<file path="src/rtl/olst_pkg.sv">
// olst_pkg: sizes, codes and shared types of the ordered list engine
// no dependencies; every other file of the block depends on this package
package olst_pkg;

	localparam int DEPTH    = 16;
	localparam int IDX_W    = $clog2(DEPTH);
	localparam int CNT_W    = $clog2(DEPTH + 1);
	localparam int VALUE_W  = 32;
	localparam int CMD_W    = 3;
	localparam int STATUS_W = 3;
	localparam int ECOUNT_W = 5;

	typedef enum logic [CMD_W-1:0] {
		CMD_APPEND = 3'd0,
		CMD_SEARCH = 3'd1,
		CMD_REMOVE = 3'd2,
		CMD_COUNT  = 3'd3,
		CMD_LIST   = 3'd4
	} cmd_t;

	typedef enum logic [STATUS_W-1:0] {
		ST_OK        = 3'd0,
		ST_FULL      = 3'd1,
		ST_NOT_FOUND = 3'd2,
		ST_EMPTY     = 3'd3,
		ST_NOT_POS   = 3'd4
	} status_t;

	typedef enum logic [1:0] {
		S_IDLE,
		S_WALK,
		S_REPORT
	} state_t;

	// controls broadcast from the sequencer to the row of cells
	typedef struct packed {
		logic                      shift;
		logic                      wr_en;
		logic [IDX_W-1:0]          wr_idx;
		logic signed [VALUE_W-1:0] wr_data;
	} chain_ctl_t;

endpackage

</file>
<file path="src/rtl/olst_cmd_if.sv">
// olst_cmd_if: valid/ready channel carrying command transactions
// depends on olst_pkg for the field widths
interface olst_cmd_if;
	logic                               valid;
	logic                               ready;
	logic [olst_pkg::CMD_W-1:0]         command;
	logic signed [olst_pkg::VALUE_W-1:0] value;

	modport source (output valid, output command, output value, input ready);
	modport sink   (input valid, input command, input value, output ready);
endinterface

</file>
<file path="src/rtl/olst_rsp_if.sv">
// olst_rsp_if: valid/ready channel carrying result transactions
// depends on olst_pkg for the field widths
interface olst_rsp_if;
	logic                                valid;
	logic                                ready;
	logic [olst_pkg::STATUS_W-1:0]       status;
	logic                                found;
	logic [olst_pkg::ECOUNT_W-1:0]       entry_count;
	logic signed [olst_pkg::VALUE_W-1:0] item_value;
	logic                                last;

	modport source (output valid, output status, output found, output entry_count,
		output item_value, output last, input ready);
	modport sink   (input valid, input status, input found, input entry_count,
		input item_value, input last, output ready);
endinterface

</file>
<file path="src/rtl/olst_cell.sv">
// olst_cell: one list position, holds a value and takes its right neighbor on shift
// depends on olst_pkg
module olst_cell (
	input  logic                                clk,
	input  logic                                shift,
	input  logic                                load,
	input  logic signed [olst_pkg::VALUE_W-1:0] load_data,
	input  logic signed [olst_pkg::VALUE_W-1:0] nbr_value,
	output logic signed [olst_pkg::VALUE_W-1:0] value
);
	import olst_pkg::*;

	logic signed [VALUE_W-1:0] value_q;

	// a load wins over the shift: it is the slot behind the last live entry
	always_ff @(posedge clk) begin
		if (load) begin
			value_q <= load_data;
		end else if (shift) begin
			value_q <= nbr_value;
		end
	end

	assign value = value_q;
endmodule

</file>
<file path="src/rtl/olst_chain.sv">
// olst_chain: row of DEPTH cells, head in cell 0, entries packed toward cell 0
// depends on olst_pkg and olst_cell
module olst_chain (
	input  logic                                clk,
	input  olst_pkg::chain_ctl_t                ctl,
	output logic signed [olst_pkg::VALUE_W-1:0] front
);
	import olst_pkg::*;

	logic signed [VALUE_W-1:0] cell_value [DEPTH];
	logic signed [VALUE_W-1:0] nbr_value  [DEPTH];

	for (genvar i = 0; i < DEPTH; i++) begin : g_cell
		if (i == DEPTH - 1) begin : g_end
			assign nbr_value[i] = '0;
		end else begin : g_mid
			assign nbr_value[i] = cell_value[i+1];
		end

		olst_cell u_cell (
			.clk       (clk),
			.shift     (ctl.shift),
			.load      (ctl.wr_en && (ctl.wr_idx == IDX_W'(i))),
			.load_data (ctl.wr_data),
			.nbr_value (nbr_value[i]),
			.value     (cell_value[i])
		);
	end

	assign front = cell_value[0];
endmodule

</file>
<file path="src/rtl/ordered_list_engine_unit.sv">
// ordered_list_engine_unit: top level of the ordered list engine
// depends on olst_pkg, olst_cmd_if, olst_rsp_if and olst_chain
//
// usage
//   cmd carries one transaction per command (append, search, remove, count,
//   list all), rsp returns the results through a registered output stage.
//   the entries sit in a row of DEPTH cells in arrival order, head in cell 0.
//   append, count and unknown commands finish in the cycle they are taken;
//   the result shows on rsp in the next cycle.
//   search and remove rotate the live entries through the row, one cell
//   step per cycle: the head leaves cell 0 and is written back behind the
//   last live entry, one step per entry, and a report state then sends the result.
//   remove drops the first matching entry instead of writing it back.
//   list all rotates the same way and sends one result per step, N results
//   for N entries, one result per accepted transaction.
//   one command is in work at a time; cmd.ready is high only while idle and
//   the result register is free or being emptied.
//   a stalled rsp holds its result and pauses a listing walk in place.
//   reset empties the list and clears the state, step, hit and valid registers;
//   command, key, result fields and cells are not reset, entries beyond the count are never read.
module ordered_list_engine_unit (
	input  logic         clk,
	input  logic         arst_n,
	olst_cmd_if.sink     cmd,
	olst_rsp_if.source   rsp
);
	import olst_pkg::*;

	state_t                    state_q, state_d;
	logic [CNT_W-1:0]          count_q, count_d;
	logic [CNT_W-1:0]          steps_q, steps_d;
	cmd_t                      cmd_q, cmd_d;
	logic signed [VALUE_W-1:0] key_q, key_d;
	logic                      hit_q, hit_d;

	// result register
	logic                      rsp_valid_q;
	status_t                   status_q;
	logic                      found_q;
	logic [ECOUNT_W-1:0]       ecount_q;
	logic signed [VALUE_W-1:0] item_q;
	logic                      last_q;

	// result to load this cycle
	logic                      emit;
	status_t                   emit_status;
	logic                      emit_found;
	logic signed [VALUE_W-1:0] emit_item;
	logic                      emit_last;

	chain_ctl_t                ctl;
	logic signed [VALUE_W-1:0] front;

	logic out_free;
	logic cmd_take;
	logic step_en;
	logic match;
	logic drop;
	logic positive;
	logic walk_end;

	assign out_free  = !rsp_valid_q || rsp.ready;
	assign cmd.ready = (state_q == S_IDLE) && out_free;
	assign cmd_take  = cmd.valid && cmd.ready;
	assign positive  = !cmd.value[VALUE_W-1] && (cmd.value != '0);

	// listing steps only when its result can go out, search/remove every cycle
	assign step_en  = (state_q == S_WALK) && ((cmd_q != CMD_LIST) || out_free);
	assign match    = step_en && (cmd_q != CMD_LIST) && (front == key_q) && !hit_q;
	assign drop     = match && (cmd_q == CMD_REMOVE);
	assign walk_end = step_en && (steps_q == CNT_W'(1));

	olst_chain u_chain (
		.clk   (clk),
		.ctl   (ctl),
		.front (front)
	);

	// next state
	always_comb begin
		state_d = state_q;
		case (state_q)
			S_IDLE: begin
				if (cmd_take && (count_q != '0)) begin
					case (cmd_t'(cmd.command))
						CMD_SEARCH, CMD_REMOVE, CMD_LIST: state_d = S_WALK;
						default: state_d = S_IDLE;
					endcase
				end
			end
			S_WALK: begin
				if (walk_end) begin
					state_d = (cmd_q == CMD_LIST) ? S_IDLE : S_REPORT;
				end
			end
			S_REPORT: begin
				if (out_free) begin
					state_d = S_IDLE;
				end
			end
			default: state_d = S_IDLE;
		endcase
	end

	// datapath controls and results
	always_comb begin
		count_d     = count_q;
		steps_d     = steps_q;
		cmd_d       = cmd_q;
		key_d       = key_q;
		hit_d       = hit_q;
		emit        = 1'b0;
		emit_status = ST_OK;
		emit_found  = 1'b0;
		emit_item   = '0;
		emit_last   = 1'b1;
		ctl.shift   = 1'b0;
		ctl.wr_en   = 1'b0;
		ctl.wr_idx  = count_q[IDX_W-1:0];
		ctl.wr_data = cmd.value;
		case (state_q)
			S_IDLE: begin
				if (cmd_take) begin
					cmd_d   = cmd_t'(cmd.command);
					key_d   = cmd.value;
					steps_d = count_q;
					hit_d   = 1'b0;
					case (cmd_t'(cmd.command))
						CMD_APPEND: begin
							emit = 1'b1;
							if (!positive) begin
								emit_status = ST_NOT_POS;
							end else if (count_q == CNT_W'(DEPTH)) begin
								emit_status = ST_FULL;
							end else begin
								ctl.wr_en = 1'b1;
								count_d   = count_q + CNT_W'(1);
							end
						end
						CMD_SEARCH, CMD_REMOVE: begin
							if (count_q == '0) begin
								emit        = 1'b1;
								emit_status = ST_NOT_FOUND;
							end
						end
						CMD_LIST: begin
							if (count_q == '0) begin
								emit        = 1'b1;
								emit_status = ST_EMPTY;
							end
						end
						default: begin
							emit = 1'b1;
						end
					endcase
				end
			end
			S_WALK: begin
				if (step_en) begin
					// head leaves cell 0, rejoins behind the last live entry
					ctl.shift   = 1'b1;
					ctl.wr_en   = !drop;
					ctl.wr_idx  = IDX_W'(count_q - CNT_W'(1));
					ctl.wr_data = front;
					steps_d     = steps_q - CNT_W'(1);
					hit_d       = hit_q || match;
					if (drop) begin
						count_d = count_q - CNT_W'(1);
					end
					if (cmd_q == CMD_LIST) begin
						emit      = 1'b1;
						emit_item = front;
						emit_last = (steps_q == CNT_W'(1));
					end
				end
			end
			S_REPORT: begin
				if (out_free) begin
					emit        = 1'b1;
					emit_found  = hit_q;
					emit_status = hit_q ? ST_OK : ST_NOT_FOUND;
				end
			end
			default: begin
			end
		endcase
	end

	always_ff @(posedge clk or negedge arst_n) begin
		if (!arst_n) begin
			state_q     <= S_IDLE;
			count_q     <= '0;
			steps_q     <= '0;
			hit_q       <= 1'b0;
			rsp_valid_q <= 1'b0;
		end else begin
			state_q <= state_d;
			count_q <= count_d;
			steps_q <= steps_d;
			hit_q   <= hit_d;
			if (emit) begin
				rsp_valid_q <= 1'b1;
			end else if (rsp.ready) begin
				rsp_valid_q <= 1'b0;
			end
		end
	end

	always_ff @(posedge clk) begin
		cmd_q <= cmd_d;
		key_q <= key_d;
		if (emit) begin
			status_q <= emit_status;
			found_q  <= emit_found;
			ecount_q <= ECOUNT_W'(count_d);
			item_q   <= emit_item;
			last_q   <= emit_last;
		end
	end

	assign rsp.valid       = rsp_valid_q;
	assign rsp.status      = status_q;
	assign rsp.found       = found_q;
	assign rsp.entry_count = ecount_q;
	assign rsp.item_value  = item_q;
	assign rsp.last        = last_q;

	// the list never holds more than the row of cells
	a_count_bound: assert property (@(posedge clk) disable iff (!arst_n)
		count_q <= CNT_W'(DEPTH))
		else $error("entry count above depth");

	// a walk always has steps left
	a_walk_steps: assert property (@(posedge clk) disable iff (!arst_n)
		(state_q == S_WALK) |-> (steps_q != '0) && (steps_q <= count_q + CNT_W'(1)))
		else $error("walk without remaining steps");

	// a new result is never loaded over one still waiting
	a_no_overwrite: assert property (@(posedge clk) disable iff (!arst_n)
		(rsp_valid_q && !rsp.ready) |=> (rsp.status == $past(rsp.status))
			&& (rsp.item_value == $past(rsp.item_value)))
		else $error("result overwritten while stalled");

	// a good append grows the list by exactly one
	a_append_grows: assert property (@(posedge clk) disable iff (!arst_n)
		(cmd_take && (cmd.command == CMD_APPEND) && positive
			&& (count_q != CNT_W'(DEPTH))) |=> (count_q == $past(count_q) + CNT_W'(1)))
		else $error("append did not add an entry");

	// a walk never grows the list
	a_walk_no_grow: assert property (@(posedge clk) disable iff (!arst_n)
		(state_q == S_WALK) |=> (count_q <= $past(count_q)))
		else $error("walk grew the list");
endmodule
</file>
<file path="src/flat_wrapper.sv">
// flat-port wrapper written by rule: the top's interface ports become plain ports
module ordered_list_engine_unit_flat import olst_pkg::*;
  (clk, arst_n, cmd_valid, cmd_command, cmd_value, cmd_ready, rsp_valid, rsp_status, rsp_found, rsp_entry_count, rsp_item_value, rsp_last, rsp_ready);
  olst_cmd_if cmd_i ();
  olst_rsp_if rsp_i ();
  input  logic clk;
  input  logic arst_n;
  input wire logic [$bits(cmd_i.valid)-1:0] cmd_valid;
  input wire logic [$bits(cmd_i.command)-1:0] cmd_command;
  input wire logic [$bits(cmd_i.value)-1:0] cmd_value;
  output wire logic [$bits(cmd_i.ready)-1:0] cmd_ready;
  output wire logic [$bits(rsp_i.valid)-1:0] rsp_valid;
  output wire logic [$bits(rsp_i.status)-1:0] rsp_status;
  output wire logic [$bits(rsp_i.found)-1:0] rsp_found;
  output wire logic [$bits(rsp_i.entry_count)-1:0] rsp_entry_count;
  output wire logic [$bits(rsp_i.item_value)-1:0] rsp_item_value;
  output wire logic [$bits(rsp_i.last)-1:0] rsp_last;
  input wire logic [$bits(rsp_i.ready)-1:0] rsp_ready;
  assign cmd_i.valid = cmd_valid;
  assign cmd_i.command = cmd_command;
  assign cmd_i.value = cmd_value;
  assign cmd_ready = cmd_i.ready;
  assign rsp_valid = rsp_i.valid;
  assign rsp_status = rsp_i.status;
  assign rsp_found = rsp_i.found;
  assign rsp_entry_count = rsp_i.entry_count;
  assign rsp_item_value = rsp_i.item_value;
  assign rsp_last = rsp_i.last;
  assign rsp_i.ready = rsp_ready;
  ordered_list_engine_unit u_core (.clk(clk), .arst_n(arst_n), .cmd(cmd_i), .rsp(rsp_i));
endmodule
</file>
<file path="config.mk">
export PLATFORM = sky130hd
export DESIGN_NAME = ordered_list_engine_unit_flat
export DESIGN_NICKNAME = d
export VERILOG_FILES = /design/src/rtl/olst_pkg.sv /design/src/rtl/olst_cmd_if.sv /design/src/rtl/olst_rsp_if.sv /design/src/rtl/olst_cell.sv /design/src/rtl/olst_chain.sv /design/src/rtl/ordered_list_engine_unit.sv /design/src/flat_wrapper.sv
export SDC_FILE = /design/constraint.sdc
export NUM_CORES = 1
export LEC_CHECK = 0
export BUFFER_PORTS_ARGS = -buffer_cell sky130_fd_sc_hd__buf_2
export CORE_MARGIN = 2
export CORE_UTILIZATION = 56
export CTS_BUF_LIST = sky130_fd_sc_hd__clkbuf_2
export DETAILED_ROUTE_END_ITERATION = 7
export HOLD_SLACK_MARGIN = 0.03
export PLACE_DENSITY = 0.76
export SLEW_MARGIN = 10
export SYNTH_ARGS = -nofsm -noshare
export SYNTH_HDL_FRONTEND = slang
export SYNTH_SLANG_ARGS = --single-unit
</file>
<file path="constraint.sdc">
create_clock -name clk -period 5 [get_ports clk]
set_input_delay 0.25 -clock clk [delete_from_list [all_inputs] [get_ports clk]]
set_output_delay 0.25 -clock clk [all_outputs]
set_load 0.1 [all_outputs]
</file>
# Word-level counts from Yosys, hierarchy flattened
# Cells that the tools add are included.
[word_totals]
n_memories = 0
wordCells = 203
rom_bits = 0
reg_bits = 603
mem_bits_rw = 0
latchBits = 0
inputBits = 39
[classes]
n_shift = 0
reduce_logical = 64
n_div = 0
mul = 0
n_addsub = 3
n_eq_ne = 31
n_mux = 77
order_cmp = 0
n_bitwise = 0
[op_table]
columns = ["operator", "count"]
rows = [
  ["$mux W32", 32],
  ["$mux W5", 8],
  ["$mux W38", 1],
  ["$mux W36", 1],
  ["$reduce_bool A2 Y1", 18],
  ["$eq A32 B32 Y1", 1],
  ["$eq A4 B4 Y1 const B", 8],
  ["$reduce_bool A32 Y1", 1],
  ["$logic_and A1 B1 Y1", 26],
  ["$pmux W5 S2", 2],
  ["$mux W1", 17],
  ["$eq A4 B3 Y1 const B", 4],
  ["$mux W2", 7],
  ["$sub A5 B1 Y5 const B", 2],
  ["$mux W3", 3],
  ["$pmux W3 S3", 1],
  ["$reduce_and A3 Y1", 3],
  ["$eq A4 B2 Y1 const B", 2],
  ["$ne A2 B1 Y1 const B", 4],
  ["$eq A3 B2 Y1 const B", 2],
  ["$eq A3 B3 Y1 const B", 2],
  ["$pmux W2 S3", 1],
  ["$pmux W3 S2", 1],
  ["$add A5 B1 Y5 const B", 1],
  ["20 further kinds", 27],
]

# Logic depth before layout (Yosys ltp)
[logic_depth]
ltp_word = 14
depth_mapped = 12
mapped_depth_nobuf = 8

# Hierarchy
# A second synthesis with hierarchy kept.
[hier_totals]
hier_cells = 1469
hier_area_um2 = 28692.5
[modules_own_cells]
columns = ["module", "seq_area_each_um2", "area_each_um2", "n_inst", "cells_per_inst"]
rows = [
  ["olst_cell", 960.9, 1507.7, 16, 69],
  ["ordered_list_engine_unit", 2662.6, 4448.0, 1, 341],
  ["olst_chain", 0.0, 121.4, 1, 24],
]

# Worst setup path before layout
# OpenSTA, ideal clock, no wires.
[synth_path]
path_type = "reg-to-reg"
start = "register u_core.rsp_valid_q, in the netlist u_core.rsp.valid"
end = "register u_core.u_chain.g_cell[9].u_cell.value_q[0] (enable)"
path_stages_with_launch = 9
setup_time_ns = 0.466
slack_ns = -0.172
n_path_buf = 4
arrival_time_ns = 4.706
t_required_ns = 4.534
path_cell_list = "dfrtp_1 -> nor2b_1 -> clkbuf_1 -> a21oi_1 -> clkbuf_1 -> o21a_1 -> buf_2 -> clkbuf_1 -> o21ai_0"
[synth_via]
elab_chain_len = 13
[synth_rtl]
columns = ["element", "line", "source"]
rows = [
  ["start, declared", "ordered_list_engine_unit.sv:37", "logic rsp_valid_q;"],
  ["start signal, assigned", "ordered_list_engine_unit.sv:195", "rsp_valid_q <= 1'b0;"],
  ["start signal, assigned", "ordered_list_engine_unit.sv:202", "rsp_valid_q <= 1'b1;"],
  ["start signal, assigned", "ordered_list_engine_unit.sv:204", "rsp_valid_q <= 1'b0;"],
  ["$logic_not A1 Y1 (*)", "ordered_list_engine_unit.sv:62", "assign out_free = !rsp_valid_q || rsp.ready;"],
  ["$logic_or A1 B1 Y1 (*)", "ordered_list_engine_unit.sv:62", ""],
  ["$logic_or A1 B1 Y1", "ordered_list_engine_unit.sv:68", "assign step_en = (state_q == S_WALK) && ((cmd_q != CMD_LIST) || out_free);"],
  ["$logic_and A1 B1 Y1", "ordered_list_engine_unit.sv:68", ""],
  ["$logic_and A1 B1 Y1 (3 in series)", "ordered_list_engine_unit.sv:69", "assign match = step_en && (cmd_q != CMD_LIST) && (front == key_q) && !hit_q;"],
  ["$logic_and A1 B1 Y1", "ordered_list_engine_unit.sv:70", "assign drop = match && (cmd_q == CMD_REMOVE);"],
  ["$logic_not A1 Y1", "ordered_list_engine_unit.sv:162", "ctl.wr_en = !drop;"],
  ["$mux W38", "ordered_list_engine_unit.sv:159", "if (step_en) begin"],
  ["$pmux W1 S2", "ordered_list_engine_unit.sv:121", "case (state_q)"],
  ["$logic_and A1 B1 Y1", "olst_chain.sv:23", ".load (ctl.wr_en && (ctl.wr_idx == IDX_W'(i))),"],
  ["$reduce_bool A2 Y1 (no source line) (*)", "-", ""],
  ["end signal, assigned", "olst_cell.sv:18", "value_q <= load_data;"],
  ["end signal, assigned", "olst_cell.sv:20", "value_q <= nbr_value;"],
  ["end, declared", "olst_cell.sv:13", "logic signed [VALUE_W-1:0] value_q;"],
]
# Every way passes the cells marked *; elsewhere a longest branch is shown, timed or not.
# A chain may end at the register's enable or synchronous reset.

# Final worst setup path
[layout_path]
start = "register u_core.cmd_q[1]"
end = "register u_core.u_chain.g_cell[13].u_cell.value_q[30] (data pin)"
[layout_via]
elab_chain_len = 12
[layout_rtl]
columns = ["element", "line", "source"]
rows = [
  ["start, declared", "ordered_list_engine_unit.sv:32", "cmd_t cmd_q, cmd_d;"],
  ["start signal, assigned", "ordered_list_engine_unit.sv:210", "cmd_q <= cmd_d;"],
  ["$ne A3 B3 Y1", "ordered_list_engine_unit.sv:68, ordered_list_engine_unit.sv:69", ""],
  ["$logic_or A1 B1 Y1", "ordered_list_engine_unit.sv:68", ""],
  ["$logic_and A1 B1 Y1", "ordered_list_engine_unit.sv:68", ""],
  ["$logic_and A1 B1 Y1 (3 in series)", "ordered_list_engine_unit.sv:69", ""],
  ["$logic_and A1 B1 Y1", "ordered_list_engine_unit.sv:70", ""],
  ["$logic_not A1 Y1", "ordered_list_engine_unit.sv:162", ""],
  ["$mux W38 (*)", "ordered_list_engine_unit.sv:159", ""],
  ["$pmux W1 S2", "ordered_list_engine_unit.sv:121", ""],
  ["$logic_and A1 B1 Y1", "olst_chain.sv:23", ""],
  ["$mux W32 (*)", "olst_cell.sv:17", "if (load) begin"],
  ["end signal, assigned", "olst_cell.sv:18", ""],
  ["end signal, assigned", "olst_cell.sv:20", ""],
  ["end, declared", "olst_cell.sv:13", ""],
]
# Marks and branches as above.

==> impl_metrics.toml <==
[detailed_routing]
drc = 0
dr.pass1.iters = 6
wl_per_cell_um = 25.0
antenna_left = 0
wirelength_mm = 73.6
drtIter0Drc = 2726
post_drt_via_cell_ratio = 6.53
vias = 19265

[clock_network]
cts.sinks = 603
clk_pin_slew_ns = 0.12
h-tree-depth = 4
cts_resized = 0
clockBufferDepth = 3
cts_tree = "done"
worst_skew_pair.late_latency_ns = 1.19
root_buffer = "clkbuf_2"
cts_buffers = 146

[global_routing]
grt_max_degree = 67
antenna_found_initial = 1
gr-usage-met3 = 0.0620
overflow = 0
grt_pass1_wl_mm = 110
grtUsageTotal = 0.291
global_route.usage.met1 = 0.416
grt_pass1_vias = 18307
top_usage_layer = "met2"
use_met2 = 0.443

[power]
power_frac_comb = 0.438
ir_drop_v = 0.000561
p_sw_mw = 10.2
p_seq_frac = 0.430
power_density_nw_per_um2 = 789
clockPowerShare = 0.132
leakagePower_nw = 11.2
p_int_mw = 13.5
switching_share = 0.430

[yosys]
synth-async-reset-ratio = 0.0232
synth_edf_count = 589
synth_area_leaders = "edfxtp_1 (65%), a2bb2oi_1 (6.2%), nand2_1 (3.4%), a21oi_1 (3.2%), mux2_2 (2.3%)"
syn_nets = 2069
yosysSeqAreaShare = 0.667
ys_ff_latch = 603
synth.avg_cell_area_um2 = 13.4
ys_warn_count = 0
synth.largest_area_cell = "edfxtp_1"
synth_top_area_share = 0.654
syn_inst = 2025
synth_area_um2 = 27000
dominantRegCellSynth = "edfxtp_1"
yosysUniqueCellTypes = 75

[job]
maxCapViolCount = 0

[setup_path]
crit_required_ns = 6.00
cp-end-kind = "register"
path_class = "reg2reg"
reg2reg_depth = 7
start_kind = "register"
r2r_setup_slack_ns = 0.75
critical_path_arrival_ns = 5.25
r2r_end = "u_core.u_chain.g_cell[13].u_cell.value[30]$_DFFE_PP_"
cp_max_fo = 64
r2r_start = "u_core.cmd_q[1]$_DFFE_PP_"

[cells_and_area]
fin_util = 0.631
area_growth_pct = 11.3
stdcell_count = 2948
stdcell_area_um2 = 30100
drive_gt1_frac = 0.208
fin_nets = 2269

[timing]
finClkSkew_ns = 0.0865
hold_violations = 0
fmax_ghz = 0.235
period_needed_ns = 4.25
min_period_over_period = 0.850
setup-tns-final_ns = 0
relSlewSlack = 0.168
setup_ws_ns = 0.752
setup_viol = 0
tightest_slew_ns = 1.25
rsz0062_at_grt = "false"
finalMaxSlewViolations = 0

[floorplanning]
fp.dieH_um = 224
core_area_um2 = 47700
die_w_um = 224
die-area_um2 = 50100
ios = 83
rows = 80
start_util = 0.566

[placed_design]
dpl.cell_count = 2615
port_buffers = 82
postPlaceCellArea_um2 = 28100
pre_cts_ws_ns = 0.960
dp_hpwl_mm = 48.0
place.gp.congestion = 0.908

[min_path]
hold_end = "u_core.rsp.status[2]$_DFFE_PP_"
min_from = "cmd_value[31]"
holdCritPathClass = "in2reg"
holdPathStages = 4

[status]
status = "complete, no violations"
==> worst max-delay path by stage <==
| stage | end | slack, ns | cells after the start | startpoint |
|---|---|---|---|---|
| global route | u_core.u_chain.g_cell[13].u_cell.value[30]$_DFFE_PP_ | 0.60 | 7 | u_core.cmd_q[0]$_DFFE_PP_ |
| floorplan | u_core.u_chain.g_cell[9].u_cell.value[0]$_DFFE_PP_ | -0.17 | 8 | u_core.rsp.valid$_DFFE_PN0P_ |
| CTS | u_core.u_chain.g_cell[13].u_cell.value[30]$_DFFE_PP_ | 0.93 | 7 | u_core.cmd_q[1]$_DFFE_PP_ |
| detailed placement | u_core.u_chain.g_cell[13].u_cell.value[30]$_DFFE_PP_ | 0.96 | 7 | u_core.cmd_q[1]$_DFFE_PP_ |
| global placement | u_core.u_chain.g_cell[13].u_cell.value[30]$_DFFE_PP_ | 0.97 | 7 | u_core.cmd_q[1]$_DFFE_PP_ |
| finish | u_core.u_chain.g_cell[13].u_cell.value[30]$_DFFE_PP_ | 0.75 | 7 | u_core.cmd_q[1]$_DFFE_PP_ |
==> power groups by stage <==
stage | clock (mW) | sequential [mW] | combinational, mW
floorplan | 0 | 10.5 | 6.59
global placement | 0 | 10.1 | 9.73
detailed placement | 0 | 10.3 | 10.1
CTS | 3.17 | 10.2 | 10.2
global route | 3.40 | 10.4 | 11.0
finish | 3.14 | 10.2 | 10.4
==> synth_stat cells (all sizes together), types with 33 or more instances <==
cell,n
o22a,65
a32oi,33
and2,35
clkbuf,74
a21oi,201
o21ai,87
nand2,244
a2bb2oi,192
nor2,120
mux2,63
buf,84
edfxtp,589
mux2i,33
==> flip-flops by register name, summed over array words and instances, names as in the netlist, 2 cells and up <==
signal and cells:
u_core.u_chain.g_cell.u_cell.value 512, u_core.key_q 32, u_core.rsp.item_value 32, u_core.count_q 5
u_core.rsp.entry_count 5, u_core.steps_q 5, u_core.cmd_q 3, u_core.rsp.status 3
u_core.state_q 2
==> kinds of logic after synthesis <==
logic type	count (synthesis)	share of synthesized area
fa+ha+maj	5	0.00231
xor+xnor	34	0.0110
buf+inv	172	0.0320
flops	603	0.667
compound gates	626	0.167
mux	96	0.0384
simple gates	489	0.0823
==> per-stage QoR <==
stage                     total power [mW]  hold WS (ns)
after global routing                  24.8        0.0894
after global placement                19.9         0.162
after floorplan                       17.0       -0.0456
after detailed placement              20.3         0.168
after CTS                             23.5        0.0322
final                                 23.8         0.153
==> cells in the final DEF (no fill, tap or decap), drive strengths merged, types with 5 or more instances in the layout <==
cell type    netlist  final
edfxtp           589    589
nand2            244    244
clkbuf            74    205
a21oi            201    201
a2bb2oi          192    192
buf               84    133
nor2             120    120
o21ai             87     87
dlygate4sd3        0     77
o22a              65     65
mux2              63     63
clkinv             0     39
and2              35     35
a32oi             33     33
mux2i             33     33
xnor2             27     27
inv               14     21
nor3              16     16
nand4             15     15
dfrtp             14     14
nor4              11     11
or3               10     10
nand3              9      9
nand2b             8      8
o21a               8      8
o31ai              8      8
xor2               7      7
ha                 5      5
==> area by class of cell <==
class | count | area [um^2]
fill | 3511 | 17600
multi-input combinational | 1250 | 8430
inverter | 14 | 52.6
tap | 615 | 769
sequential | 603 | 18000
antenna | 2 | 5.00
timing repair buffer | 210 | 1560
clock inverter | 49 | 229
clock buffer | 205 | 1030
==> repair_timing <==
action,CTS,global route
setup buffers,0,0
setup endpoints to repair,0,0
endpoints found under the hold margin,592,0
hold buffers,77,0
==> metal layers <==
| metal | wire length [um] | share of wire | up-vias |
|---|---|---|---|
| li1 | - | - | 8283 |
| met1 | 29600 | 0.40 | 9561 |
| met2 | 33500 | 0.46 | 1268 |
| met3 | 8600 | 0.12 | 153 |
| met4 | 1880 | 0.025 | 0 |
| met5 | 0 | 0 | - |
==> critical path, stage by stage, from the launching register on <==
cell and delay (ns):
edfxtp_1 0.43, nor3b_1 0.96, a21oi_4 0.33, a32oi_1 0.98, nor2_1 0.30, a31oi_4 0.24, buf_4 0.60, o22a_1 0.26
(Power assumes the default switching activity.)
